==> src/design/dap_pkg.sv <==
// ----------------------------------------------------------------------------
// dap_pkg
// Types, constants and tables shared by the decimal amount parser modules.
// ----------------------------------------------------------------------------
package dap_pkg;

    localparam int FRAC_DIGITS = 8;
    localparam int WHOLE_W     = 64;
    localparam int FRAC_W      = 27;   // holds 10^8 - 1
    localparam int COUNT_W     = 4;
    localparam int SCALE_W     = 27;   // holds 10^8
    localparam int HALF_W      = WHOLE_W / 2;
    localparam int PROD_W      = HALF_W + SCALE_W;
    localparam int FPROD_W     = FRAC_W + SCALE_W;
    localparam int LOSUM_W     = PROD_W + 1;
    localparam int TOTAL_W     = PROD_W + HALF_W + 1;
    localparam int QDEPTH      = 4;
    localparam int QPTR_W      = $clog2(QDEPTH);

    localparam logic [7:0] CHAR_ZERO  = 8'h30;
    localparam logic [7:0] CHAR_NINE  = 8'h39;
    localparam logic [7:0] CHAR_PLUS  = 8'h2B;
    localparam logic [7:0] CHAR_POINT = 8'h2E;

    localparam logic [1:0] STATUS_OK        = 2'd0;
    localparam logic [1:0] STATUS_MALFORMED = 2'd1;
    localparam logic [1:0] STATUS_OVERFLOW  = 2'd2;

    localparam logic [SCALE_W-1:0] POW10 [0:FRAC_DIGITS] = '{
        27'd1, 27'd10, 27'd100, 27'd1000, 27'd10000, 27'd100000,
        27'd1000000, 27'd10000000, 27'd100000000
    };

    typedef enum logic [1:0] {
        CH_DIGIT,
        CH_PLUS,
        CH_POINT,
        CH_OTHER
    } char_kind_t;

    typedef struct packed {
        char_kind_t  kind;
        logic [3:0]  digit;
        logic        last;
    } char_item_t;

endpackage

==> src/design/dap_queue.sv <==
// ----------------------------------------------------------------------------
// dap_queue
// Small register queue between the classifier and the accumulator.
// ----------------------------------------------------------------------------
module dap_queue
    import dap_pkg::*;
(
    input  logic       aclk,
    input  logic       aresetn,
    input  logic       wr_en,
    input  char_item_t wr_item,
    output logic       full,
    input  logic       rd_en,
    output logic       rd_valid,
    output char_item_t rd_item
);

    char_item_t         mem [QDEPTH];
    logic [QPTR_W-1:0]  wr_ptr_reg, wr_ptr_next;
    logic [QPTR_W-1:0]  rd_ptr_reg, rd_ptr_next;
    logic [QPTR_W:0]    count_reg, count_next;

    assign full     = (count_reg == (QPTR_W+1)'(QDEPTH));
    assign rd_valid = (count_reg != '0);
    assign rd_item  = mem[rd_ptr_reg];

    always_comb begin
        wr_ptr_next = wr_ptr_reg + QPTR_W'(wr_en);
        rd_ptr_next = rd_ptr_reg + QPTR_W'(rd_en);
        count_next  = count_reg + (QPTR_W+1)'(wr_en) - (QPTR_W+1)'(rd_en);
    end

    always_ff @(posedge aclk) begin
        if (!aresetn) begin
            wr_ptr_reg <= '0;
            rd_ptr_reg <= '0;
            count_reg  <= '0;
        end else begin
            wr_ptr_reg <= wr_ptr_next;
            rd_ptr_reg <= rd_ptr_next;
            count_reg  <= count_next;
        end
    end

    always_ff @(posedge aclk) begin
        if (wr_en) begin
            mem[wr_ptr_reg] <= wr_item;
        end
    end

endmodule

==> src/design/dap_front.sv <==
// ----------------------------------------------------------------------------
// dap_front
// Accepts characters and sorts them into digit, plus, point or other.
// ----------------------------------------------------------------------------
module dap_front
    import dap_pkg::*;
(
    input  logic       s_tvalid,
    output logic       s_tready,
    input  logic [7:0] s_tdata,   // [7:0] text_char
    input  logic       s_tlast,   // is_last
    input  logic       q_full,
    output logic       q_push,
    output char_item_t q_item
);

    assign s_tready = !q_full;
    assign q_push   = s_tvalid && !q_full;

    always_comb begin
        // ASCII digits carry their value in the low nibble
        q_item.digit = s_tdata[3:0];
        q_item.last  = s_tlast;
        if (s_tdata inside {[CHAR_ZERO:CHAR_NINE]}) begin
            q_item.kind = CH_DIGIT;
        end else if (s_tdata == CHAR_PLUS) begin
            q_item.kind = CH_PLUS;
        end else if (s_tdata == CHAR_POINT) begin
            q_item.kind = CH_POINT;
        end else begin
            q_item.kind = CH_OTHER;
        end
    end

endmodule

==> src/design/dap_back.sv <==
// ----------------------------------------------------------------------------
// dap_back
// Accumulates whole and fraction digits, then scales and sums the amount
// through a short stall-together pipeline ending in the output register.
// ----------------------------------------------------------------------------
module dap_back
    import dap_pkg::*;
(
    input  logic        aclk,
    input  logic        aresetn,
    input  logic        q_valid,
    input  char_item_t  q_item,
    output logic        q_pop,
    output logic        m_tvalid,
    input  logic        m_tready,
    output logic [71:0] m_tdata    // [63:0] amount, [65:64] status, rest zero
);

    // accumulator state
    logic [WHOLE_W-1:0] whole_reg, whole_next;
    logic [FRAC_W-1:0]  frac_reg, frac_next;
    logic [COUNT_W-1:0] count_reg, count_next;
    logic point_reg, point_next;
    logic first_reg, first_next;
    logic mal_reg, mal_next;
    logic big_reg, big_next;
    logic plus_reg, plus_next;

    // stage A: finished text
    logic               a_valid_reg, a_valid_next;
    logic [WHOLE_W-1:0] a_whole_reg, a_whole_next;
    logic [FRAC_W-1:0]  a_frac_reg, a_frac_next;
    logic [COUNT_W-1:0] a_count_reg, a_count_next;
    logic               a_mal_reg, a_mal_next;
    logic               a_big_reg, a_big_next;

    // stage B: partial products
    logic               b_valid_reg;
    logic [PROD_W-1:0]  b_plo_reg, b_phi_reg;
    logic [FPROD_W-1:0] b_fr_reg;
    logic               b_mal_reg, b_big_reg;

    // stage C: low sum
    logic               c_valid_reg;
    logic [LOSUM_W-1:0] c_slo_reg;
    logic [PROD_W-1:0]  c_phi_reg;
    logic               c_mal_reg, c_big_reg;

    // stage D: output register
    logic               m_valid_reg;
    logic [WHOLE_W-1:0] amount_reg, amount_next;
    logic [1:0]         status_reg, status_next;

    logic                 en;
    logic [WHOLE_W+3:0]   whole_x10;
    logic [COUNT_W-1:0]   pad_digits;
    logic [TOTAL_W-1:0]   total;

    function automatic logic [PROD_W:0] b_zero_pad(input logic [PROD_W-1:0] v);
        return {1'b0, v};
    endfunction

    assign en       = !m_valid_reg || m_tready;
    assign q_pop    = q_valid && en;
    assign m_tvalid = m_valid_reg;
    assign m_tdata  = {6'd0, status_reg, amount_reg};

    assign whole_x10 = ({4'd0, whole_reg} << 3) + ({4'd0, whole_reg} << 1)
                     + (WHOLE_W+4)'(q_item.digit);

    always_comb begin
        whole_next   = whole_reg;
        frac_next    = frac_reg;
        count_next   = count_reg;
        point_next   = point_reg;
        first_next   = first_reg;
        mal_next     = mal_reg;
        big_next     = big_reg;
        plus_next    = plus_reg;
        a_valid_next = 1'b0;
        a_whole_next = a_whole_reg;
        a_frac_next  = a_frac_reg;
        a_count_next = a_count_reg;
        a_mal_next   = a_mal_reg;
        a_big_next   = a_big_reg;
        if (q_pop) begin
            first_next = 1'b0;
            if (!mal_reg) begin
                case (q_item.kind)
                    CH_DIGIT: begin
                        if (point_reg) begin
                            if (count_reg >= COUNT_W'(FRAC_DIGITS)) begin
                                mal_next = 1'b1;
                            end else begin
                                frac_next  = FRAC_W'(frac_reg * FRAC_W'(10))
                                           + FRAC_W'(q_item.digit);
                                count_next = count_reg + COUNT_W'(1);
                            end
                        end else begin
                            plus_next = 1'b0;
                            if (!big_reg) begin
                                if (|whole_x10[WHOLE_W+3:WHOLE_W]) begin
                                    big_next = 1'b1;
                                end else begin
                                    whole_next = whole_x10[WHOLE_W-1:0];
                                end
                            end
                        end
                    end
                    CH_PLUS: begin
                        if (first_reg) begin
                            plus_next = 1'b1;
                        end else begin
                            mal_next = 1'b1;
                        end
                    end
                    CH_POINT: begin
                        if (!point_reg && !plus_reg) begin
                            point_next = 1'b1;
                        end else begin
                            mal_next = 1'b1;
                        end
                    end
                    default: begin
                        mal_next = 1'b1;
                    end
                endcase
            end
            if (q_item.last) begin
                // hand the text to the scaling pipeline and start afresh
                a_valid_next = 1'b1;
                a_whole_next = whole_next;
                a_frac_next  = frac_next;
                a_count_next = count_next;
                a_mal_next   = mal_next || plus_next;
                a_big_next   = big_next;
                whole_next   = '0;
                frac_next    = '0;
                count_next   = '0;
                point_next   = 1'b0;
                first_next   = 1'b1;
                mal_next     = 1'b0;
                big_next     = 1'b0;
                plus_next    = 1'b0;
            end
        end
    end

    assign pad_digits = COUNT_W'(FRAC_DIGITS) - a_count_reg;

    always_comb begin
        total = {b_zero_pad(c_phi_reg), {HALF_W{1'b0}}} + TOTAL_W'(c_slo_reg);
        if (c_mal_reg) begin
            status_next = STATUS_MALFORMED;
        end else if (c_big_reg || (|total[TOTAL_W-1:WHOLE_W])) begin
            status_next = STATUS_OVERFLOW;
        end else begin
            status_next = STATUS_OK;
        end
        amount_next = (status_next == STATUS_OK) ? total[WHOLE_W-1:0] : '0;
    end

    always_ff @(posedge aclk) begin
        if (!aresetn) begin
            whole_reg   <= '0;
            frac_reg    <= '0;
            count_reg   <= '0;
            point_reg   <= 1'b0;
            first_reg   <= 1'b1;
            mal_reg     <= 1'b0;
            big_reg     <= 1'b0;
            plus_reg    <= 1'b0;
            a_valid_reg <= 1'b0;
            b_valid_reg <= 1'b0;
            c_valid_reg <= 1'b0;
            m_valid_reg <= 1'b0;
        end else begin
            whole_reg <= whole_next;
            frac_reg  <= frac_next;
            count_reg <= count_next;
            point_reg <= point_next;
            first_reg <= first_next;
            mal_reg   <= mal_next;
            big_reg   <= big_next;
            plus_reg  <= plus_next;
            if (en) begin
                a_valid_reg <= a_valid_next;
                b_valid_reg <= a_valid_reg;
                c_valid_reg <= b_valid_reg;
                m_valid_reg <= c_valid_reg;
            end
        end
    end

    always_ff @(posedge aclk) begin
        if (en) begin
            a_whole_reg <= a_whole_next;
            a_frac_reg  <= a_frac_next;
            a_count_reg <= a_count_next;
            a_mal_reg   <= a_mal_next;
            a_big_reg   <= a_big_next;

            b_plo_reg <= PROD_W'(a_whole_reg[HALF_W-1:0]) * PROD_W'(POW10[FRAC_DIGITS]);
            b_phi_reg <= PROD_W'(a_whole_reg[WHOLE_W-1:HALF_W])
                       * PROD_W'(POW10[FRAC_DIGITS]);
            b_fr_reg  <= FPROD_W'(a_frac_reg) * FPROD_W'(POW10[pad_digits]);
            b_mal_reg <= a_mal_reg;
            b_big_reg <= a_big_reg;

            c_slo_reg <= LOSUM_W'(b_plo_reg) + LOSUM_W'(b_fr_reg);
            c_phi_reg <= b_phi_reg;
            c_mal_reg <= b_mal_reg;
            c_big_reg <= b_big_reg;

            amount_reg <= amount_next;
            status_reg <= status_next;
        end
    end

endmodule

==> src/design/decimal_amount_parser_core.sv <==
// ----------------------------------------------------------------------------
// decimal_amount_parser_core
// Parses a decimal amount text into an unsigned 64-bit value times 10^8.
// ----------------------------------------------------------------------------
// Input stream s_*: one ASCII character per request in s_tdata[7:0], with
// s_tlast high on the final character of an amount text.
// Result stream m_*: one request per text, issued for the last character:
// m_tdata[63:0] holds the amount scaled by 10^8, m_tdata[65:64] the status
// (0 ok, 1 malformed, 2 overflow); the amount is zero unless status is ok.
// Characters that are not last give no result.
// Throughput: one character per cycle, texts back to back, while not stalled.
// Path: once the last character is taken it leaves the four-entry queue
// into the digit accumulator, then come three scaling stages (two 32x27
// partial products and the scaled fraction, a low add, a final add with
// overflow check in the output register) before m_tvalid rises.
// Reset (aresetn low, synchronous) empties the queue and pipeline and
// clears the parser to the start of a new text.
// When m_tready is low with a result waiting, the result holds and the
// pipeline stalls; the queue keeps taking characters until its four entries
// are full, after which s_tready drops.
// ----------------------------------------------------------------------------
module decimal_amount_parser_core
    import dap_pkg::*;
(
    input  logic        aclk,
    input  logic        aresetn,
    input  logic        s_tvalid,
    output logic        s_tready,
    input  logic [7:0]  s_tdata,   // [7:0] text_char
    input  logic        s_tlast,   // is_last
    output logic        m_tvalid,
    input  logic        m_tready,
    output logic [71:0] m_tdata    // [63:0] amount, [65:64] status, rest zero
);

    logic       q_full;
    logic       q_push;
    logic       q_pop;
    logic       q_valid;
    char_item_t push_item;
    char_item_t pop_item;

    dap_front u_front (
        .s_tvalid (s_tvalid),
        .s_tready (s_tready),
        .s_tdata  (s_tdata),
        .s_tlast  (s_tlast),
        .q_full   (q_full),
        .q_push   (q_push),
        .q_item   (push_item)
    );

    dap_queue u_queue (
        .aclk     (aclk),
        .aresetn  (aresetn),
        .wr_en    (q_push),
        .wr_item  (push_item),
        .full     (q_full),
        .rd_en    (q_pop),
        .rd_valid (q_valid),
        .rd_item  (pop_item)
    );

    dap_back u_back (
        .aclk     (aclk),
        .aresetn  (aresetn),
        .q_valid  (q_valid),
        .q_item   (pop_item),
        .q_pop    (q_pop),
        .m_tvalid (m_tvalid),
        .m_tready (m_tready),
        .m_tdata  (m_tdata)
    );

endmodule

==> config.mk <==
export PLATFORM = sky130hd
export DESIGN_NAME = decimal_amount_parser_core
export DESIGN_NICKNAME = d
export VERILOG_FILES = /design/src/design/dap_pkg.sv /design/src/design/dap_queue.sv /design/src/design/dap_front.sv /design/src/design/dap_back.sv /design/src/design/decimal_amount_parser_core.sv
export SDC_FILE = /design/constraint.sdc
export NUM_CORES = 2
export LEC_CHECK = 0
export ABC_CLOCK_PERIOD_IN_PS = 12600
export BUFFER_PORTS_ARGS = -buffer_cell sky130_fd_sc_hd__buf_2
export CAP_MARGIN = 30
export CORE_MARGIN = 2
export CORE_UTILIZATION = 54
export DETAILED_ROUTE_END_ITERATION = 7
export PLACE_DENSITY = 0.77
export SYNTH_ARGS = -nofsm -noshare
export SYNTH_HDL_FRONTEND = slang
export SYNTH_SLANG_ARGS = --single-unit
==> constraint.sdc <==
create_clock -name aclk -period 12.6 [get_ports aclk]
set_clock_uncertainty 0.2 [all_clocks]
set_input_delay 1.26 -clock aclk [delete_from_list [all_inputs] [get_ports aclk]]
set_output_delay 1.26 -clock aclk [all_outputs]
set_load 0.1 [all_outputs]
# [Yosys cells after proc, flatten, opt, wreduce, memory -nomap -nowiden]
# Memories as Yosys holds them, arrays and structs flattened. A register that Yosys moved wholly into a read port is not among the register bits.
# Index checks and enable logic that the tools add are counted.
# Widths: inputs -> output; s select.
[totals] reg_bits=545 ram_bits=28 mem_bits_ro=432 word_cells=131 n_memories=2
[mem_list] memory="(name not given)" depth=16 width=27 rd=1 rd_clocked_by_memory_dff=0 write_ports=0 line="dap_back.sv:206" text="b_fr_reg <= FPROD_W'(a_frac_reg) * FPROD_W'(POW10[pad_digits]);"
[mem_list] memory="u_queue.mem" depth=4 width=7 rd=1 rd_clocked_by_memory_dff=1 write_ports=1 line="dap_queue.sv:18" text="char_item_t mem [QDEPTH];"
[op_classes] addsub=11 mul=4 magnitude_cmp=4 eq_ne=6 n_mux=52 bitwise_logic=1 n_reduce_logical=20
[ops] op="$mux 64" count=6
[ops] op="$mux 27" count=7
[ops] op="$mul 32x19->51 const B" count=2
[ops] op="$add 91x60->92" count=1
[ops] op="$add 67x65->68" count=1
[ops] op="$add 68x4->68" count=1
[ops] op="$add 59x54->60" count=1
[ops] op="$mul 27x27->54" count=1
[ops] op="$reduce_or 28->1" count=1
[ops] op="$add 27x4->27" count=1
[ops] op="$mul 27x3->26 const B" count=1
[ops] op="$mux 1" count=27
[ops] op="$mux 4" count=5
[ops] op="$eq 8x6->1 const B" count=2
[ops] op="$mux 2" count=5
[ops] op="$ge 8x6->1 const B" count=1
[ops] op="$le 8x6->1 const B" count=1
[ops] op="$ge 5x5->1 const B" count=1
[ops] op="$not 4->5" count=1
[ops] op="$add 2x1->2" count=2
[ops] op="$add 4x1->4 const B" count=1
[ops] op="$ge 4x4->1 const B" count=1
[ops] op="$logic_and 1x1->1" count=4
[ops] op="$logic_not 1->1" count=4
[ops] op="other kinds (16)" count=20

# [Depth between registers and ports, before layout]
[logic_depth] ltp_word=9 ltp_mapped=33 mapped_depth_nobuf=32

# [By module]
# From an unflattened synthesis, not the netlist that was laid out.
[hier_totals] cells_unflattened=7551 area_unflattened_um2=76398.3
[modules_own_cells] mod="dap_back" n_inst=1 cells_each=7466 area_per_inst_um2=74926.9 seq_area_each_um2=15114.5
[modules_own_cells] mod="dap_queue" n_inst=1 cells_each=69 area_per_inst_um2=1363.8 seq_area_each_um2=980.9
[modules_own_cells] mod="dap_front" n_inst=1 cells_each=16 area_per_inst_um2=107.6 seq_area_each_um2=0.0

# [Worst setup path before layout]
# OpenSTA, ideal clock, no wires.
[synth_path] kind="input -> register" from="in m_tready" to="reg u_back.amount_reg[0], enable pin" setup_time_ns=0.688 arrival_ns=7.871 required_ns=11.712 slack_ns=3.841 stages=2 path_buffers=0 cell_sequence="nor2b_1 > inv_1"
[synth_between] elab_chain_len=1
[synth_rtl] item="from (decl)" line="decimal_amount_parser_core.sv:32" text="input logic m_tready,"
[synth_rtl] item="$logic_or 1x1->1" line="dap_back.sv:63" text="assign en = !m_valid_reg || m_tready;"
[synth_rtl] item="named net u_back.en" line="dap_back.sv:54" text="logic en;"
[synth_rtl] item="to (signal assigned)" line="dap_back.sv:215" text="amount_reg <= amount_next;"
[synth_rtl] item="to (decl)" line="dap_back.sv:51" text="logic [WHOLE_W-1:0] amount_reg, amount_next;"
# The timed path passes the listed nets, and every way through them passes these cells.
# A chain may end at the register's enable or synchronous reset.

# [Worst setup path after layout]
[layout_path] from="reg u_back.a_count_reg[0]" to="reg u_back.b_fr_reg[53], data pin"
[layout_between] elab_chain_len=6
[layout_rtl] item="from (decl)" line="dap_back.sv:33" text="logic [COUNT_W-1:0] a_count_reg, a_count_next;"
[layout_rtl] item="from (signal assigned)" line="dap_back.sv:199" text="a_count_reg <= a_count_next;"
[layout_rtl] item="$sub 4x4->4" line="dap_back.sv:149" text="assign pad_digits = COUNT_W'(FRAC_DIGITS) - a_count_reg;"
[layout_rtl] item="$not 4->5 (implied by the code)" line="dap_back.sv:206"
[layout_rtl] item="$mem_v2 16x27"
[layout_rtl] item="$mux 27 (implied by the code) (2 in series)" line="dap_back.sv:206"
[layout_rtl] item="$mul 27x27->54" line="dap_back.sv:206"
[layout_rtl] item="to (signal assigned)" line="dap_back.sv:206"
[layout_rtl] item="to (decl)" line="dap_back.sv:40" text="logic [FPROD_W-1:0] b_fr_reg;"
# No other way between the ends. The select of a mux whose other input is x is not followed.

==> run metrics <==
status completed; endpoints failing setup 0; met3 wire len 10600 µm; commonest non-fill, non-tap cell in the layout inv_1; PostCTS Resize Cnt 0; post-synthesis adder-cell area fraction 45.0%; Data arrival, critical path 10.29 ns; RR Startpoint u_back.a_count_reg[0]$_DFFE_PP_; mapped cell area 0.0755 mm²; WL/cell 19.3 µm; reg2reg end u_back.b_fr_reg[53]$_DFFE_PN_; # DRC 0; CTS H-tree lvls 3; TritonRoute pass-1 iters 8; TritonCTS clock tree done; post-route ant nets 0; Post-CTS Setup Bufs 0; port buffer count 80; remaining global-route overflow 0; Synth Area in XOR/XNOR 3.73%; crit path capture u_back.b_fr_reg[53]$_DFFE_PN_; die height 378 µm; global-route wire length before repair 292000 µm; Hold Vio Cnt, Final 0; number of synthesized flops with an enable pin 462; Clock Tree Root clkbuf_16; Register-to-Register Setup Slack 2.61 ns; max cap viols 0; HP Class flip-flop to flip-flop; Post-CTS Hold Fix Bufs 0; initial antenna violation count 3; Boundary Pins 87; CP max stage cell and3_1; max layer used met5; GRT Total Usage 25.8%; post-synth cell types 88; CP max FO 15; RSZ-0062 raised after global routing no; nets@finish 9390; Initial Utilization 54.3%; nature of the critical path endpoint flip-flop; most frequent cells in the layout 1590 x inv_1, 1146 x fa_1, 885 x ha_1; vias in the first global route 55453; Worst-path clk slew 0.07 ns; pins over their slew limit 0; WP data required 12.90 ns; met2 wire length 85900 µm; Max Freq 100 MHz; Seq cells post-synth 573; post-synthesis mux area share 1.21%; max_slew headroom 25.9%; origin of the worst setup path u_back.a_count_reg[0]$_DFFE_PP_; CTS buffer count 69; DP HPWL 145000 µm; Via density 5.60; Yosys Warn Count 0; maximum clock path buffer count 3; Synth Area in Simple Gates 9.97%; min Tclk post-route 9.99 ns; Tcrit/Tclk final 79.3%; WL met1 73900 µm; Final Worst Setup Slack 2.61 ns; Die ar. 0.143 mm²; Skew-Pair Late Insertion Delay 0.68 ns; share of layout cells above drive strength 1 4.62%; final wirelength 179000 µm; Post-synth ARST share 0%; WS Path Type flip-flop to flip-flop; Cells after Synth 7371; CP most frequent cell fa_1; Compound-Gate Fraction of Synth Area 9.38%; CTS sink count 573; Rows 137; core area 0.139 mm²; main combinational cell family by area after synthesis adder cells; area grow syn2layout 6.00%; largest net degree at the start of global routing 82; register area share after synthesis 21.3%; routability cong. 0.952; Worst setup SP type flip-flop; Avg Cell Area, Syn 10.2 µm²; Ant. Diodes 0; Hold Path Depth 0; DP Worst Slack 2.81 ns; Detailed Route Iter0 Violations 3658; Synth Flop Type edfxtp_1; Sum Neg Setup Slack 0 ns; die width 378 µm; Worst Tran Pin Value 1.10 ns; routed via count 51917; crit-path max cell delay 0.71 ns; R2R cell count 29
cell families after synthesis:
group,count (synthesis)
fa+ha+maj,2031
other cells,1
compound gates,1056
simple gates,1486
buf+inv,1827
flops,573
mux,75
xor+xnor,322
synth_stat cells, types with 20 or more instances:
cell / n / area share (%)
inv_1: 1592 / 7.9
fa_1: 1146 / 30
ha_1: 885 / 15
nand2_1: 478 / 2.4
edfxtp_1: 462 / 18
and2_1: 363 / 3.0
a21oi_1: 270 / 1.8
xnor2_1: 222 / 2.6
nor2_1: 220 / 1.1
a21o_1: 187 / 1.9
clkbuf_1: 186 / 0.92
o21ai_0: 158 / 1.0
dfxtp_1: 111 / 2.9
xor2_1: 100 / 1.2
nand3_1: 72 / 0.48
a22o_1: 67 / 0.78
nand4_1: 60 / 0.50
nor2b_1: 55 / 0.46
and3_1: 52 / 0.43
nor3_1: 51 / 0.34
mux2_2: 47 / 0.70
o21a_1: 47 / 0.47
o21bai_1: 44 / 0.44
nand2b_1: 40 / 0.33
a31oi_1: 33 / 0.27
a211oi_1: 26 / 0.26
a22oi_1: 25 / 0.25
o31ai_1: 25 / 0.25
o211ai_1: 22 / 0.22
buf_6: 20 / 0.30
metal layers:
| layer | track usage [%] | vias to the layer above |
|---|---|---|
| met2 | 43.3 | 1645 |
| met4 | 10.6 | 4 |
| met3 | 3.44 | 415 |
| li1 | - | 23778 |
| met5 | 0 | - |
| met1 | 33.9 | 26075 |
layout make-up:
| cell class | count | area [µm²] |
|---|---|---|
| fillers | 11616 | 59100 |
| repair buffers | 133 | 908 |
| clock buffers | 87 | 1910 |
| multi-input cells | 4976 | 52400 |
| inverters | 1593 | 5990 |
| clock inverters | 38 | 377 |
| well taps | 1876 | 2350 |
| flip-flops and latches | 573 | 16100 |
how the worst min path moves through the flow:
stage / startpoint / endpoint / slack, ns
floorplan: u_back.a_big_reg$_DFFE_PP_ / u_back.b_big_reg$_DFFE_PN_ / 0.20
global placement: u_back.b_phi_reg[43]$_DFFE_PN_ / u_back.c_phi_reg[43]$_DFFE_PN_ / 0.20
detailed placement: u_back.b_mal_reg$_DFFE_PN_ / u_back.c_mal_reg$_DFFE_PN_ / 0.20
CTS: u_back.b_phi_reg[42]$_DFFE_PN_ / u_back.c_phi_reg[42]$_DFFE_PN_ / 0.22
global route: u_back.b_phi_reg[36]$_DFFE_PN_ / u_back.c_phi_reg[36]$_DFFE_PN_ / 0.22
finish: u_back.b_phi_reg[53]$_DFFE_PN_ / u_back.c_phi_reg[53]$_DFFE_PN_ / 0.22
stage by stage:
stage | cells | hold WS, ns | util (%) | cell area (µm²)
global placement | 9140 | 0.200 | 55.7 | 77600
floorplan | 7376 | 0.200 | - | 75500
detailed placement | 9148 | 0.205 | 55.8 | 77700
finish | 9276 | 0.218 | 57.5 | 80100
CTS | 9273 | 0.218 | 57.5 | 80000
global route | 9276 | 0.220 | 57.5 | 80100
critical path: cells and delay by family (launching register included):
family	cells	cell delay (ns)
AOI/OAI and AO/OA	6	1.60
buffers and inverters	7	0.70
xor gates and xnor gates	1	0.60
and+or+nand+nor	6	2.07
adders and majority gates	9	4.23
DFF	1	0.42
Power is left out: the tool's default activity adds up to more than one toggle a clock period on the data nets, which glitch-free logic cannot reach.
